==> src/hdl/wav_header_parser_top_macros.svh <==
// Assertion macros shared by the WAV header parser modules.
`ifndef WAV_HEADER_PARSER_TOP_MACROS_SVH
`define WAV_HEADER_PARSER_TOP_MACROS_SVH

// A property checked at every clock edge outside reset.
`define WAV_HP_ASSERT(label, prop, msg) \
    label: assert property (@(posedge i_clk) disable iff (!i_rst_n) prop) else $error(msg);

// A condition that must hold at every clock edge outside reset.
`define WAV_HP_CHECK(label, cond, msg) \
    label: assert property (@(posedge i_clk) disable iff (!i_rst_n) (cond)) else $error(msg);

`endif

==> src/hdl/wav_hp_pkg.sv <==
// Types, codes and constants shared by the WAV header parser modules.
package wav_hp_pkg;

    localparam int DIV_STEPS = 32;
    localparam int DIV_CW = $clog2(DIV_STEPS);
    localparam logic [DIV_CW-1:0] DIV_LAST = DIV_CW'(DIV_STEPS - 1);
    localparam int FRAME_W = 29;

    localparam logic [31:0] ID_RIFF = 32'h4646_4952;
    localparam logic [31:0] ID_WAVE = 32'h4556_4157;
    localparam logic [31:0] ID_FMT = 32'h2074_6d66;
    localparam logic [31:0] ID_DATA = 32'h6174_6164;
    localparam logic [31:0] BASE_FMT_SIZE = 32'd16;
    localparam logic [31:0] FMT_TAG_PCM = 32'd1;

    localparam logic [2:0] K_HEADER = 3'd0;
    localparam logic [2:0] K_DONE = 3'd1;
    localparam logic [2:0] K_SAMPLE = 3'd2;
    localparam logic [2:0] K_IGNORED = 3'd3;
    localparam logic [2:0] K_ERROR = 3'd4;

    localparam logic [2:0] ERR_NONE = 3'd0;
    localparam logic [2:0] ERR_NO_RIFF = 3'd1;
    localparam logic [2:0] ERR_NO_WAVE = 3'd2;
    localparam logic [2:0] ERR_NO_FMT = 3'd3;
    localparam logic [2:0] ERR_NOT_PCM = 3'd4;
    localparam logic [2:0] ERR_NO_DATA = 3'd5;
    localparam logic [2:0] ERR_ZERO_FRAME = 3'd6;

    typedef enum logic [15:0] {
        PH_RIFF      = 16'h0001,
        PH_RIFF_SIZE = 16'h0002,
        PH_WAVE      = 16'h0004,
        PH_FMT       = 16'h0008,
        PH_FMT_SIZE  = 16'h0010,
        PH_TAG       = 16'h0020,
        PH_CHANNELS  = 16'h0040,
        PH_RATE      = 16'h0080,
        PH_AVG       = 16'h0100,
        PH_ALIGN     = 16'h0200,
        PH_BITS      = 16'h0400,
        PH_SKIP      = 16'h0800,
        PH_DATA      = 16'h1000,
        PH_DATA_SIZE = 16'h2000,
        PH_SAMPLES   = 16'h4000,
        PH_END       = 16'h8000
    } t_phase;

    typedef enum logic [1:0] {
        ST_RUN = 2'b01,
        ST_DIV = 2'b10
    } t_seq;

    typedef struct packed {
        logic               start;
        logic [31:0]        dividend;
        logic [FRAME_W-1:0] divisor;
    } t_div_req;

    typedef struct packed {
        logic               done;
        logic [31:0]        quot;
        logic [FRAME_W-1:0] rem;
    } t_div_rsp;

    // Index of the last byte of the header field read in a phase.
    function automatic logic [1:0] f_field_last(input t_phase ph);
        logic [1:0] last;
        case (ph)
            PH_TAG, PH_CHANNELS, PH_ALIGN, PH_BITS: last = 2'd1;
            default: last = 2'd3;
        endcase
        return last;
    endfunction

endpackage

==> src/hdl/wav_hp_div.sv <==
// Restoring divider that produces one quotient bit per cycle.
`include "wav_header_parser_top_macros.svh"

module wav_hp_div
    import wav_hp_pkg::*;
(
    input  logic     i_clk,
    input  logic     i_rst_n,
    input  t_div_req i_req,
    output t_div_rsp o_rsp
);

    logic                 r_busy;
    logic                 r_done;
    logic [DIV_CW-1:0]    r_cnt;
    logic [31:0]          r_quot;
    logic [FRAME_W-1:0]   r_rem;
    logic [FRAME_W-1:0]   r_dsor;
    logic [FRAME_W:0]     w_trial;
    logic [FRAME_W:0]     w_diff;
    logic                 w_ge;

    assign w_trial = {r_rem, r_quot[31]};
    assign w_ge    = w_trial >= {1'b0, r_dsor};
    assign w_diff  = w_trial - {1'b0, r_dsor};

    always_ff @(posedge i_clk) begin
        if (!i_rst_n) begin
            r_busy <= 1'b0;
            r_done <= 1'b0;
            r_cnt  <= '0;
        end else if (i_req.start) begin
            r_busy <= 1'b1;
            r_done <= 1'b0;
            r_cnt  <= '0;
        end else if (r_busy) begin
            r_cnt <= r_cnt + 1'b1;
            if (r_cnt == DIV_LAST) begin
                r_busy <= 1'b0;
                r_done <= 1'b1;
            end
        end
    end

    always_ff @(posedge i_clk) begin
        if (i_req.start) begin
            r_quot <= i_req.dividend;
            r_rem  <= '0;
            r_dsor <= i_req.divisor;
        end else if (r_busy) begin
            r_quot <= {r_quot[30:0], w_ge};
            r_rem  <= w_ge ? w_diff[FRAME_W-1:0] : w_trial[FRAME_W-1:0];
        end
    end

    assign o_rsp.done = r_done;
    assign o_rsp.quot = r_quot;
    assign o_rsp.rem  = r_rem;

    `WAV_HP_ASSERT(a_busy_not_done, r_busy |-> !r_done, "divider busy and done at once")
    `WAV_HP_ASSERT(a_finish, r_busy && r_cnt == DIV_LAST |=> r_done, "divider missed its last step")
    `WAV_HP_CHECK(a_rem_range, !r_done || r_rem < r_dsor, "remainder not below divisor")

endmodule

==> src/hdl/wav_header_parser_top.sv <==
// WAV header parser: each accepted byte beat gives one registered result beat
// in the next cycle. Takes one byte per cycle while o_stall is low; the last
// data size byte, if the frame size is nonzero, loads the serial divider,
// which runs 32 steps while the input stalls; its done flag then yields that
// byte's result beat. Synchronous active-low reset returns the parser to the
// RIFF identifier with reported header fields zero; there is no clearing pass.
`include "wav_header_parser_top_macros.svh"

module wav_header_parser_top
    import wav_hp_pkg::*;
(
    input  logic        i_clk,
    input  logic        i_rst_n,
    input  logic        i_valid,
    output logic        o_stall,
    input  logic [7:0]  i_in_byte,
    input  logic        i_file_start,
    output logic        o_valid,
    input  logic        i_stall,
    output logic [2:0]  o_kind,
    output logic [2:0]  o_error_code,
    output logic [15:0] o_channel_count,
    output logic [31:0] o_sample_rate,
    output logic [15:0] o_sample_bits,
    output logic [31:0] o_frame_count,
    output logic        o_size_mismatch,
    output logic [7:0]  o_sample_byte,
    output logic        o_last_sample
);

    t_seq               r_seq, n_seq;
    t_phase             r_phase, n_phase;
    logic [1:0]         r_idx, n_idx;
    logic [31:0]        r_left, n_left;
    logic [31:0]        r_fmt, n_fmt;
    logic [15:0]        r_chan, n_chan;
    logic [31:0]        r_rate, n_rate;
    logic [15:0]        r_bits, n_bits;
    logic [31:0]        r_frames, n_frames;
    logic               r_mis, n_mis;
    logic [2:0]         r_err, n_err;
    logic [FRAME_W-1:0] r_frame, n_frame;
    logic               r_out_valid, n_out_valid;
    logic [2:0]         r_kind, n_kind;
    logic [7:0]         r_sbyte, n_sbyte;
    logic               r_last, n_last;

    t_phase             w_phase;
    logic [1:0]         w_idx;
    logic [31:0]        w_left;
    logic [2:0]         w_err;
    logic [31:0]        w_acc;
    logic [31:0]        w_dec;
    logic [31:0]        w_bytes;
    logic               w_out_busy;
    logic               w_in_acc;
    t_div_req           w_req;
    t_div_rsp           w_rsp;

    wav_hp_div u_div (
        .i_clk   (i_clk),
        .i_rst_n (i_rst_n),
        .i_req   (w_req),
        .o_rsp   (w_rsp)
    );

    assign w_out_busy = r_out_valid && i_stall;
    assign o_stall    = (r_seq != ST_RUN) || w_out_busy;
    assign w_in_acc   = i_valid && !o_stall;

    assign w_phase = i_file_start ? PH_RIFF : r_phase;
    assign w_idx   = i_file_start ? 2'd0 : r_idx;
    assign w_left  = i_file_start ? 32'd0 : r_left;
    assign w_err   = i_file_start ? ERR_NONE : r_err;
    assign w_acc   = w_left | ({24'd0, i_in_byte} << {w_idx, 3'b000});
    assign w_dec   = (w_left != 32'd0) ? w_left - 32'd1 : 32'd0;
    assign w_bytes = r_left - {3'd0, w_rsp.rem};

    always_comb begin
        n_seq       = r_seq;
        n_phase     = r_phase;
        n_idx       = r_idx;
        n_left      = r_left;
        n_fmt       = r_fmt;
        n_chan      = r_chan;
        n_rate      = r_rate;
        n_bits      = r_bits;
        n_frames    = r_frames;
        n_mis       = r_mis;
        n_err       = r_err;
        n_frame     = r_frame;
        n_out_valid = w_out_busy;
        n_kind      = r_kind;
        n_sbyte     = r_sbyte;
        n_last      = r_last;
        w_req       = '0;

        if (r_seq == ST_DIV) begin
            if (w_rsp.done && !w_out_busy) begin
                n_frames    = w_rsp.quot;
                n_mis       = w_rsp.rem != '0;
                n_left      = w_bytes;
                n_phase     = (w_bytes != 32'd0) ? PH_SAMPLES : PH_END;
                n_kind      = K_DONE;
                n_sbyte     = 8'd0;
                n_last      = 1'b0;
                n_out_valid = 1'b1;
                n_seq       = ST_RUN;
            end
        end else if (w_in_acc) begin
            if (i_file_start) begin
                n_fmt    = 32'd0;
                n_chan   = 16'd0;
                n_rate   = 32'd0;
                n_bits   = 16'd0;
                n_frames = 32'd0;
                n_mis    = 1'b0;
                n_err    = ERR_NONE;
                n_phase  = PH_RIFF;
                n_idx    = 2'd0;
                n_left   = 32'd0;
            end
            n_out_valid = 1'b1;
            n_kind      = K_HEADER;
            n_sbyte     = 8'd0;
            n_last      = 1'b0;
            case (w_phase)
                PH_END: begin
                    n_kind = (w_err != ERR_NONE) ? K_ERROR : K_IGNORED;
                end
                PH_SKIP: begin
                    n_left = w_dec;
                    if (w_dec == 32'd0) begin
                        n_phase = PH_DATA;
                    end
                end
                PH_SAMPLES: begin
                    n_kind  = K_SAMPLE;
                    n_sbyte = i_in_byte;
                    n_left  = w_dec;
                    if (w_dec == 32'd0) begin
                        n_last  = 1'b1;
                        n_phase = PH_END;
                    end
                end
                default: begin
                    n_left = w_acc;
                    n_idx  = w_idx + 2'd1;
                    if (w_idx == f_field_last(w_phase)) begin
                        n_idx  = 2'd0;
                        n_left = 32'd0;
                        case (w_phase)
                            PH_RIFF: begin
                                if (w_acc != ID_RIFF) begin
                                    n_err   = ERR_NO_RIFF;
                                    n_phase = PH_END;
                                    n_kind  = K_ERROR;
                                end else begin
                                    n_phase = PH_RIFF_SIZE;
                                end
                            end
                            PH_RIFF_SIZE: n_phase = PH_WAVE;
                            PH_WAVE: begin
                                if (w_acc != ID_WAVE) begin
                                    n_err   = ERR_NO_WAVE;
                                    n_phase = PH_END;
                                    n_kind  = K_ERROR;
                                end else begin
                                    n_phase = PH_FMT;
                                end
                            end
                            PH_FMT: begin
                                if (w_acc != ID_FMT) begin
                                    n_err   = ERR_NO_FMT;
                                    n_phase = PH_END;
                                    n_kind  = K_ERROR;
                                end else begin
                                    n_phase = PH_FMT_SIZE;
                                end
                            end
                            PH_FMT_SIZE: begin
                                n_fmt   = w_acc;
                                n_phase = PH_TAG;
                            end
                            PH_TAG: begin
                                if (w_acc != FMT_TAG_PCM) begin
                                    n_err   = ERR_NOT_PCM;
                                    n_phase = PH_END;
                                    n_kind  = K_ERROR;
                                end else begin
                                    n_phase = PH_CHANNELS;
                                end
                            end
                            PH_CHANNELS: begin
                                n_chan  = w_acc[15:0];
                                n_phase = PH_RATE;
                            end
                            PH_RATE: begin
                                n_rate  = w_acc;
                                n_phase = PH_AVG;
                            end
                            PH_AVG: n_phase = PH_ALIGN;
                            PH_ALIGN: n_phase = PH_BITS;
                            PH_BITS: begin
                                n_bits  = w_acc[15:0];
                                n_frame = FRAME_W'(r_chan) * FRAME_W'(w_acc[15:3]);
                                if (r_fmt > BASE_FMT_SIZE) begin
                                    n_left  = r_fmt - BASE_FMT_SIZE;
                                    n_phase = PH_SKIP;
                                end else begin
                                    n_phase = PH_DATA;
                                end
                            end
                            PH_DATA: begin
                                if (w_acc != ID_DATA) begin
                                    n_err   = ERR_NO_DATA;
                                    n_phase = PH_END;
                                    n_kind  = K_ERROR;
                                end else begin
                                    n_phase = PH_DATA_SIZE;
                                end
                            end
                            PH_DATA_SIZE: begin
                                if (r_frame == '0) begin
                                    n_err   = ERR_ZERO_FRAME;
                                    n_phase = PH_END;
                                    n_kind  = K_ERROR;
                                end else begin
                                    w_req.start    = 1'b1;
                                    w_req.dividend = w_acc;
                                    w_req.divisor  = r_frame;
                                    n_left         = w_acc;
                                    n_seq          = ST_DIV;
                                    n_out_valid    = w_out_busy;
                                    n_kind         = r_kind;
                                    n_sbyte        = r_sbyte;
                                    n_last         = r_last;
                                end
                            end
                            default: n_phase = PH_RIFF;
                        endcase
                    end
                end
            endcase
        end
    end

    always_ff @(posedge i_clk) begin
        if (!i_rst_n) begin
            r_seq       <= ST_RUN;
            r_phase     <= PH_RIFF;
            r_idx       <= 2'd0;
            r_left      <= 32'd0;
            r_fmt       <= 32'd0;
            r_chan      <= 16'd0;
            r_rate      <= 32'd0;
            r_bits      <= 16'd0;
            r_frames    <= 32'd0;
            r_mis       <= 1'b0;
            r_err       <= ERR_NONE;
            r_out_valid <= 1'b0;
        end else begin
            r_seq       <= n_seq;
            r_phase     <= n_phase;
            r_idx       <= n_idx;
            r_left      <= n_left;
            r_fmt       <= n_fmt;
            r_chan      <= n_chan;
            r_rate      <= n_rate;
            r_bits      <= n_bits;
            r_frames    <= n_frames;
            r_mis       <= n_mis;
            r_err       <= n_err;
            r_out_valid <= n_out_valid;
        end
    end

    always_ff @(posedge i_clk) begin
        r_frame <= n_frame;
        r_kind  <= n_kind;
        r_sbyte <= n_sbyte;
        r_last  <= n_last;
    end

    assign o_valid         = r_out_valid;
    assign o_kind          = r_kind;
    assign o_error_code    = r_err;
    assign o_channel_count = r_chan;
    assign o_sample_rate   = r_rate;
    assign o_sample_bits   = r_bits;
    assign o_frame_count   = r_frames;
    assign o_size_mismatch = r_mis;
    assign o_sample_byte   = r_sbyte;
    assign o_last_sample   = r_last;

    `WAV_HP_ASSERT(a_div_stalls, r_seq == ST_DIV |-> o_stall, "byte taken while dividing")
    `WAV_HP_ASSERT(a_last_kind, o_valid && o_last_sample |-> o_kind == K_SAMPLE, "last flag off a sample")
    `WAV_HP_ASSERT(a_err_ends, r_err != ERR_NONE |-> r_phase == PH_END, "error held outside end phase")

endmodule
==> config.mk <==
export PLATFORM = sky130hd
export DESIGN_NAME = wav_header_parser_top
export DESIGN_NICKNAME = d
export VERILOG_FILES = /design/src/hdl/wav_hp_pkg.sv /design/src/hdl/wav_hp_div.sv /design/src/hdl/wav_header_parser_top.sv
export VERILOG_INCLUDE_DIRS = /design/src /design/src/hdl
export SDC_FILE = /design/constraint.sdc
export NUM_CORES = 2
export LEC_CHECK = 0
export BUFFER_PORTS_ARGS = -buffer_cell sky130_fd_sc_hd__buf_2
export CAP_MARGIN = 10
export CORE_MARGIN = 3
export CORE_UTILIZATION = 55
export DETAILED_ROUTE_END_ITERATION = 16
export GPL_TIMING_DRIVEN = 0
export PLACE_DENSITY_LB_ADDON = 0.3
export SLEW_MARGIN = 15
export SYNTH_ARGS = -nofsm -noshare
export SYNTH_HDL_FRONTEND = slang
export SYNTH_HIERARCHICAL = 1
export SYNTH_SLANG_ARGS = --single-unit
==> constraint.sdc <==
create_clock -name i_clk -period 11.6 [get_ports i_clk]
set_input_delay 2.9 -clock i_clk [delete_from_list [all_inputs] [get_ports i_clk]]
set_output_delay 2.9 -clock i_clk [all_outputs]
set_load 0.02 [all_outputs]
Word level (Yosys, flattened, before mapping)
Index checks and enable logic that the tools add are counted.
Operators by class
  add/sub/neg operators: 6
  $mul: 1
  magnitude comparators: 2
  equality and inequality tests: 30
  shifts and indexed selects: 1
  muxes and demuxes: 122
  bitwise operators: 7
  reductions and logical operators: 31
Operator list (number)
  $mux W32: 22
  $mux W62: 6
  $mux W16: 22
  $pmux W16 S13: 1
  $pmux W32 S2: 2
  $ne A32 B31 Y1 const B: 3
  $reduce_bool A32 Y1: 2
  $mux W3: 20
  $mux W8: 6
  $pmux W16 S3: 1
  $pmux W3 S6: 2
  $gt A32 B5 Y1 const B: 1
  $logic_not A32 Y1: 1
  $ne A32 B1 Y1 const B: 1
  $ne A32 B30 Y1 const B: 1
  $or A32 B32 Y32: 1
  $shl A8 B5 Y32: 1
  $sub A32 B1 Y32 const B: 1
  $sub A32 B29 Y32: 1
  $sub A32 B5 Y32 const B: 1
  $ge A30 B29 Y1: 1
  $logic_not A29 Y1: 1
  $mul A16 B13 Y29: 1
  $mux W29: 1
  other kinds (47): 100
Word-level totals
  flip-flop bits (word level): 323
  bits of input ports: 13
  output and inout port bits: 114
  word-level logic and storage cells: 222

Depth between registers and ports, before layout
  word-level depth: 13
  depth in mapped cells: 29
  gate-level depth less buffers: 23

Modules after synthesis
The synthesis kept the hierarchy.
By module, submodules not included
  wav_header_parser_top: times used 1, cells each 2651, area an instance 21256.6 sq um, seq. area each 4934.7 sq um
  wav_hp_div: times used 1, cells each 520, area an instance 5507.8 sq um, seq. area each 2552.4 sq um

Worst setup path after synthesis
Ideal clock, no wire load.
  path type: in2reg
  start point: input port i_file_start
  end point: register r_frame[27] (data pin)
  setup time: 0.263 ns
  arrival time: 9.485 ns
  required time: 11.337 ns
  slack: 1.852 ns
  stages: 27
  path buffers: 8
  cells stage by stage: buf_6 > buf_2 > buf_2 > buf_1 > clkbuf_1 > buf_1 > buf_1 > nor2_1 > clkbuf_1 > nand2_1 > fa_1 > fa_1 > inv_1 > fa_1 > fa_1 > inv_1 > fa_1 > inv_1 > ha_1 > a21oi_1 > o211ai_1 > a41o_1 > o41a_1 > a221o_1 > and3_1 > a311oi_1 > xnor2_1
On the way
  cells in the longest elaborated chain, start to end: 4
  elaborated cells between the ends (all ways): 5
  those cells by class: mul (1); shift (1); mux (2); bitwise (1)
Ends and longest elaborated chain
  start: declaration: RTL line wav_header_parser_top.sv:17  | input logic i_file_start,
  $mux W2
  $shl A8 B5 Y32: RTL line wav_header_parser_top.sv:75  | assign w_acc = w_left | ({24'd0, i_in_byte} << {w_idx, 3'b000});
  $or A32 B32 Y32 (*): RTL line wav_header_parser_top.sv:75
  $mul A16 B13 Y29 (*): RTL line wav_header_parser_top.sv:206  | n_frame = FRAME_W'(r_chan) * FRAME_W'(w_acc[15:3]);
  end signal: assignment: RTL line wav_header_parser_top.sv:279  | r_frame <= n_frame;
  end: declaration: RTL line wav_header_parser_top.sv:42  | logic [FRAME_W-1:0] r_frame, n_frame;
Every way passes the cells marked *; elsewhere a longest branch is shown, timed or not.
A chain may end at the register's enable or synchronous reset.

Final worst setup path
Ends and elaborated chain as after synthesis.

==> impl_metrics.env <==
export IMPL_final_cell_count_no_fill=3980
export IMPL_cts_hold_buffers=0
export IMPL_fp_dieH_microns=227
export IMPL_p_per_area_nw_per_um2=91.2
export IMPL_grt_overflow=0
export IMPL_tightestPinTransition_ns=1.13
export IMPL_worstHoldEndpoint="o_sample_rate[15]"
export IMPL_combPwrFrac=0.129
export IMPL_grt_start_max_net_pins=33
export IMPL_hold_depth=1
export IMPL_crit_start="i_file_start"
export IMPL_coreArea_sq_um=47900
export IMPL_syn_to_final_growth_pct=9.88
export IMPL_first_pass_iters=6
export IMPL_yosysWarnings=6
export IMPL_synth_compound_area_share=0.197
export IMPL_ant_nets=0
export IMPL_die_area_sq_um=51300
export IMPL_drt_total_wl_microns=101000
export IMPL_finalCritPeriodShare=0.980
export IMPL_synth_xor_area_share=0.0317
export IMPL_cts_htree_levels=2
export IMPL_slowest_stage="buf_1"
export IMPL_swShare=0.285
export IMPL_maxCapViolCount=0
export IMPL_ys_async_sr_fraction=0
export IMPL_cp_arrival_ns=11.66
export IMPL_start_util=0.558
export IMPL_drive_above_1_share=0.0907
export IMPL_cts_made_buffers=35
export IMPL_remaining_drc_errors=0
export IMPL_die_width_microns=227
export IMPL_num_vias=26034
export IMPL_crit_buf_inv=11
export IMPL_nNetsFinal=3643
export IMPL_pin_count=127
export IMPL_track_usage=0.389
export IMPL_ys_types=114
export IMPL_numPlacedInstances=3916
export IMPL_hold_ws_ns=0.474
export IMPL_cpPeakStageDelay_ns=0.72
export IMPL_portBuffers=126
export IMPL_wire_per_inst_microns=25.4
export IMPL_critPathLaunchType="primary input"
export IMPL_status="finished clean"
export IMPL_syn_inst=3171
export IMPL_grt_setup_unrepaired="no"
export IMPL_endpoint_kind="register"
export IMPL_cts_root_buf="clkbuf_16"
export IMPL_synth_area_per_cell_sq_um=8.44
export IMPL_grt_pass1_vias=24814
export IMPL_place_area_sq_um=28200
export IMPL_critical_path_class="in2reg"
export IMPL_finalHoldViolations=0
export IMPL_antenna_found_initial=0
export IMPL_clkSinkCount=323
export IMPL_worstPathMaxFanout=19
export IMPL_hp_class="reg2reg"
export IMPL_skew_ns=0.0182
export IMPL_initialDrtViolationCount=3283
export IMPL_rows=80
export IMPL_p_sw_mw=0.764
export IMPL_ys_seq_area_frac=0.280
export IMPL_max_freq_mhz=87.9
export IMPL_required_ns=11.89
export IMPL_clkPwrFrac=0.431
export IMPL_cpMostUsedCell="fa_1"
export IMPL_muxShareOfSynthArea=0.0196
export IMPL_ys_flop_type="dfxtp_1"
export IMPL_vias_per_cell=6.54
export IMPL_r2r_end="r_frame[27]"
export IMPL_post_synth_fa_ha_maj_area_fraction=0.181
export IMPL_max_slew_margin=0.243
export IMPL_cts_tree="done"
export IMPL_place_hpwl_microns=80200
export IMPL_place_gp_congestion=1.08
export IMPL_r2r_start="r_idx[0]"
export IMPL_clk_pin_slew_ns=0.07
export IMPL_slew_viol_final=0
export IMPL_crit_family="buffers and inverters"
export IMPL_clock_path_buffers=3
export IMPL_period_minus_slack_ns=11.37
export IMPL_leakage_nw=12.8
export IMPL_internal_power_mw=1.92
export IMPL_stdcell_area_sq_um=29400
export IMPL_clock_latency_ns=0.56
export IMPL_ys_seq_elements=323
export IMPL_reg2reg_depth=24
export IMPL_sequentialPowerShare=0.440
export IMPL_syn_num_nets=3477
export IMPL_synth_top_family_by_area="simple AND/OR/NAND/NOR gates"
export IMPL_grt_pass1_wl_microns=151000
export IMPL_syn_cell_area_sq_um=26800
export IMPL_finalSetupViolCount=0
export IMPL_synth_edf_count=102
export IMPL_ir_drop_v=0.000110
export IMPL_final_util=0.613
export IMPL_worstHoldStart="o_sample_rate[15]"
export IMPL_ff2ff_setup_slack_ns=3.22
export IMPL_synthSimpleGateAreaFrac=0.214
export IMPL_postCtsSetupRepairBufs=0
final cells by class:
| type | count | area (sq um) |
|---|---|---|
| Multi-Input combinational cell | 2327 | 17200 |
| Inverter | 316 | 1190 |
| Timing Repair Buffer | 130 | 681 |
| Sequential cell | 323 | 7490 |
| Clock buffer | 46 | 1010 |
| Tap cell | 615 | 769 |
| Buffer | 204 | 872 |
| Antenna cell | 1 | 2.50 |
| Clock inverter | 18 | 171 |
| Fill cell | 4221 | 18500 |
per-layer routing:
metal / vias to the layer above / global-route usage / routed length, microns / part of all wire
met4: 0 / 0.162 / 4730 / 0.047
met5: - / 0 / 0 / 0
met3: 256 / 0.119 / 13000 / 0.13
met1: 12562 / 0.541 / 41600 / 0.41
li1: 11531 / - / - / -
met2: 1685 / 0.563 / 41900 / 0.41
stage by stage:
stage / total power [mW] / TNS [ns] / worst slack, ns
2_1_floorplan: 1.40 / 0 / 1.85
3_3_place_gp: 1.52 / -3.00 / -0.768
3_5_place_dp: 1.53 / -3.82 / -0.866
4_1_cts: 2.67 / 0 / 0.536
5_1_grt: 2.74 / 0 / 0.0903
6_report: 2.68 / 0 / 0.227
how the worst max path moves through the flow:
stage / endpoint / slack (ns) / cells after the start
CTS: r_frame[27] / 0.54 / 27
floorplan: r_frame[27] / 1.85 / 27
global placement: r_frame[27] / -0.77 / 28
detailed placement: r_frame[27] / -0.87 / 28
global route: r_frame[27] / 0.09 / 27
finish: r_frame[27] / 0.23 / 27
logic make-up (layout without fill, tap and decap cells):
logic type | after synthesis | count (layout)
other | 0 | 1
buffers and inverters | 521 | 714
flip-flops | 323 | 323
XOR/XNOR | 97 | 97
AO/OA/AOI/OAI | 765 | 765
adder cells (fa/ha/maj) | 293 | 293
multiplexers | 48 | 48
AND/OR/NAND/NOR | 1124 | 1124
cells in the mapped netlist (17+ instances only):
master,count,area share
a31oi_1,27,0.0063
nand2b_1,31,0.0072
o22ai_1,28,0.0065
a22oi_1,83,0.023
a311oi_1,17,0.0056
mux2_2,36,0.015
a211oi_1,37,0.010
xor2_1,32,0.010
and2_1,122,0.029
ha_1,137,0.064
and3_1,30,0.0070
or3_1,19,0.0044
nand4_1,39,0.0091
nand3_1,48,0.0090
o21ai_0,101,0.019
nor2_1,300,0.042
edfxtp_1,102,0.11
nor4_1,55,0.013
fa_1,156,0.12
o21ai_1,20,0.0037
o21a_1,18,0.0050
nor3_1,87,0.016
nand2_1,243,0.034
o31ai_1,19,0.0053
a21oi_1,182,0.034
xnor2_1,65,0.021
clkbuf_1,176,0.025
nor2b_1,54,0.013
a21o_1,24,0.0067
a22o_1,47,0.015
dfxtp_1,221,0.17
inv_1,313,0.044
cells in the final DEF (no fill, tap or decap), types with 36 or more instances in the layout:
| cell | Yosys | final |
|---|---|---|
| mux2_2 | 36 | 36 |
| fa_1 | 156 | 156 |
| a21oi_1 | 182 | 182 |
| xnor2_1 | 65 | 65 |
| a22oi_1 | 83 | 83 |
| nand4_1 | 39 | 39 |
| inv_1 | 313 | 313 |
| dfxtp_1 | 221 | 221 |
| nand3_1 | 48 | 48 |
| and2_1 | 122 | 122 |
| nor4_1 | 55 | 55 |
| a22o_1 | 47 | 47 |
| a211oi_1 | 37 | 37 |
| nand2_1 | 243 | 243 |
| nor2_1 | 300 | 300 |
| nor3_1 | 87 | 86 |
| clkbuf_16 | 0 | 37 |
| o21ai_0 | 101 | 101 |
| buf_2 | 9 | 135 |
| edfxtp_1 | 102 | 102 |
| clkbuf_1 | 176 | 178 |
| nor2b_1 | 54 | 54 |
| ha_1 | 137 | 137 |
registers in the layout, summed over array words and instances, names as in the netlist:
signal / count
u_div/r_done: 1
o_channel_count: 16
u_div/r_cnt: 5
o_sample_bits: 16
o_last_sample: 1
o_sample_byte: 8
o_valid: 1
o_sample_rate: 32
u_div/r_dsor: 29
u_div/r_quot: 32
r_fmt: 32
r_phase: 16
r_left: 32
o_size_mismatch: 1
o_error_code: 3
r_seq: 2
o_kind: 3
u_div/r_busy: 1
o_frame_count: 32
r_idx: 2
r_frame: 29
u_div/r_rem: 29
worst reg2reg max path: stages, from the launching register on:
cell      delay (ns)
dfxtp_1         0.51
buf_2           0.28
clkbuf_1        0.34
nand3b_1        0.12
a21oi_1         0.46
clkbuf_1        0.64
clkbuf_1        0.52
nand2_1         0.16
fa_1            0.56
inv_1           0.06
fa_1            0.54
fa_1            0.45
fa_1            0.50
inv_1           0.05
fa_1            0.49
inv_1           0.05
ha_1            0.36
a21oi_1         0.26
o211ai_1        0.14
a41o_1          0.27
o41a_1          0.37
a221o_1         0.37
and3_1          0.21
a311oi_1        0.31
xnor2_1         0.10
power groups by stage:
stage | logic [mW] | registers [mW] | clock network [mW]
floorplan | 0.193 | 1.20 | 0
global placement | 0.321 | 1.20 | 0
detailed placement | 0.323 | 1.20 | 0
CTS | 0.324 | 1.18 | 1.16
global route | 0.354 | 1.18 | 1.21
finish | 0.345 | 1.18 | 1.16
what timing repair did:
item                                   4_1_cts  5_1_grt
resized for setup                            1        0
endpoints found under the hold margin        0        0
setup endpoints to repair                    2        0
Note: power is estimated with default switching activity, not from simulation.
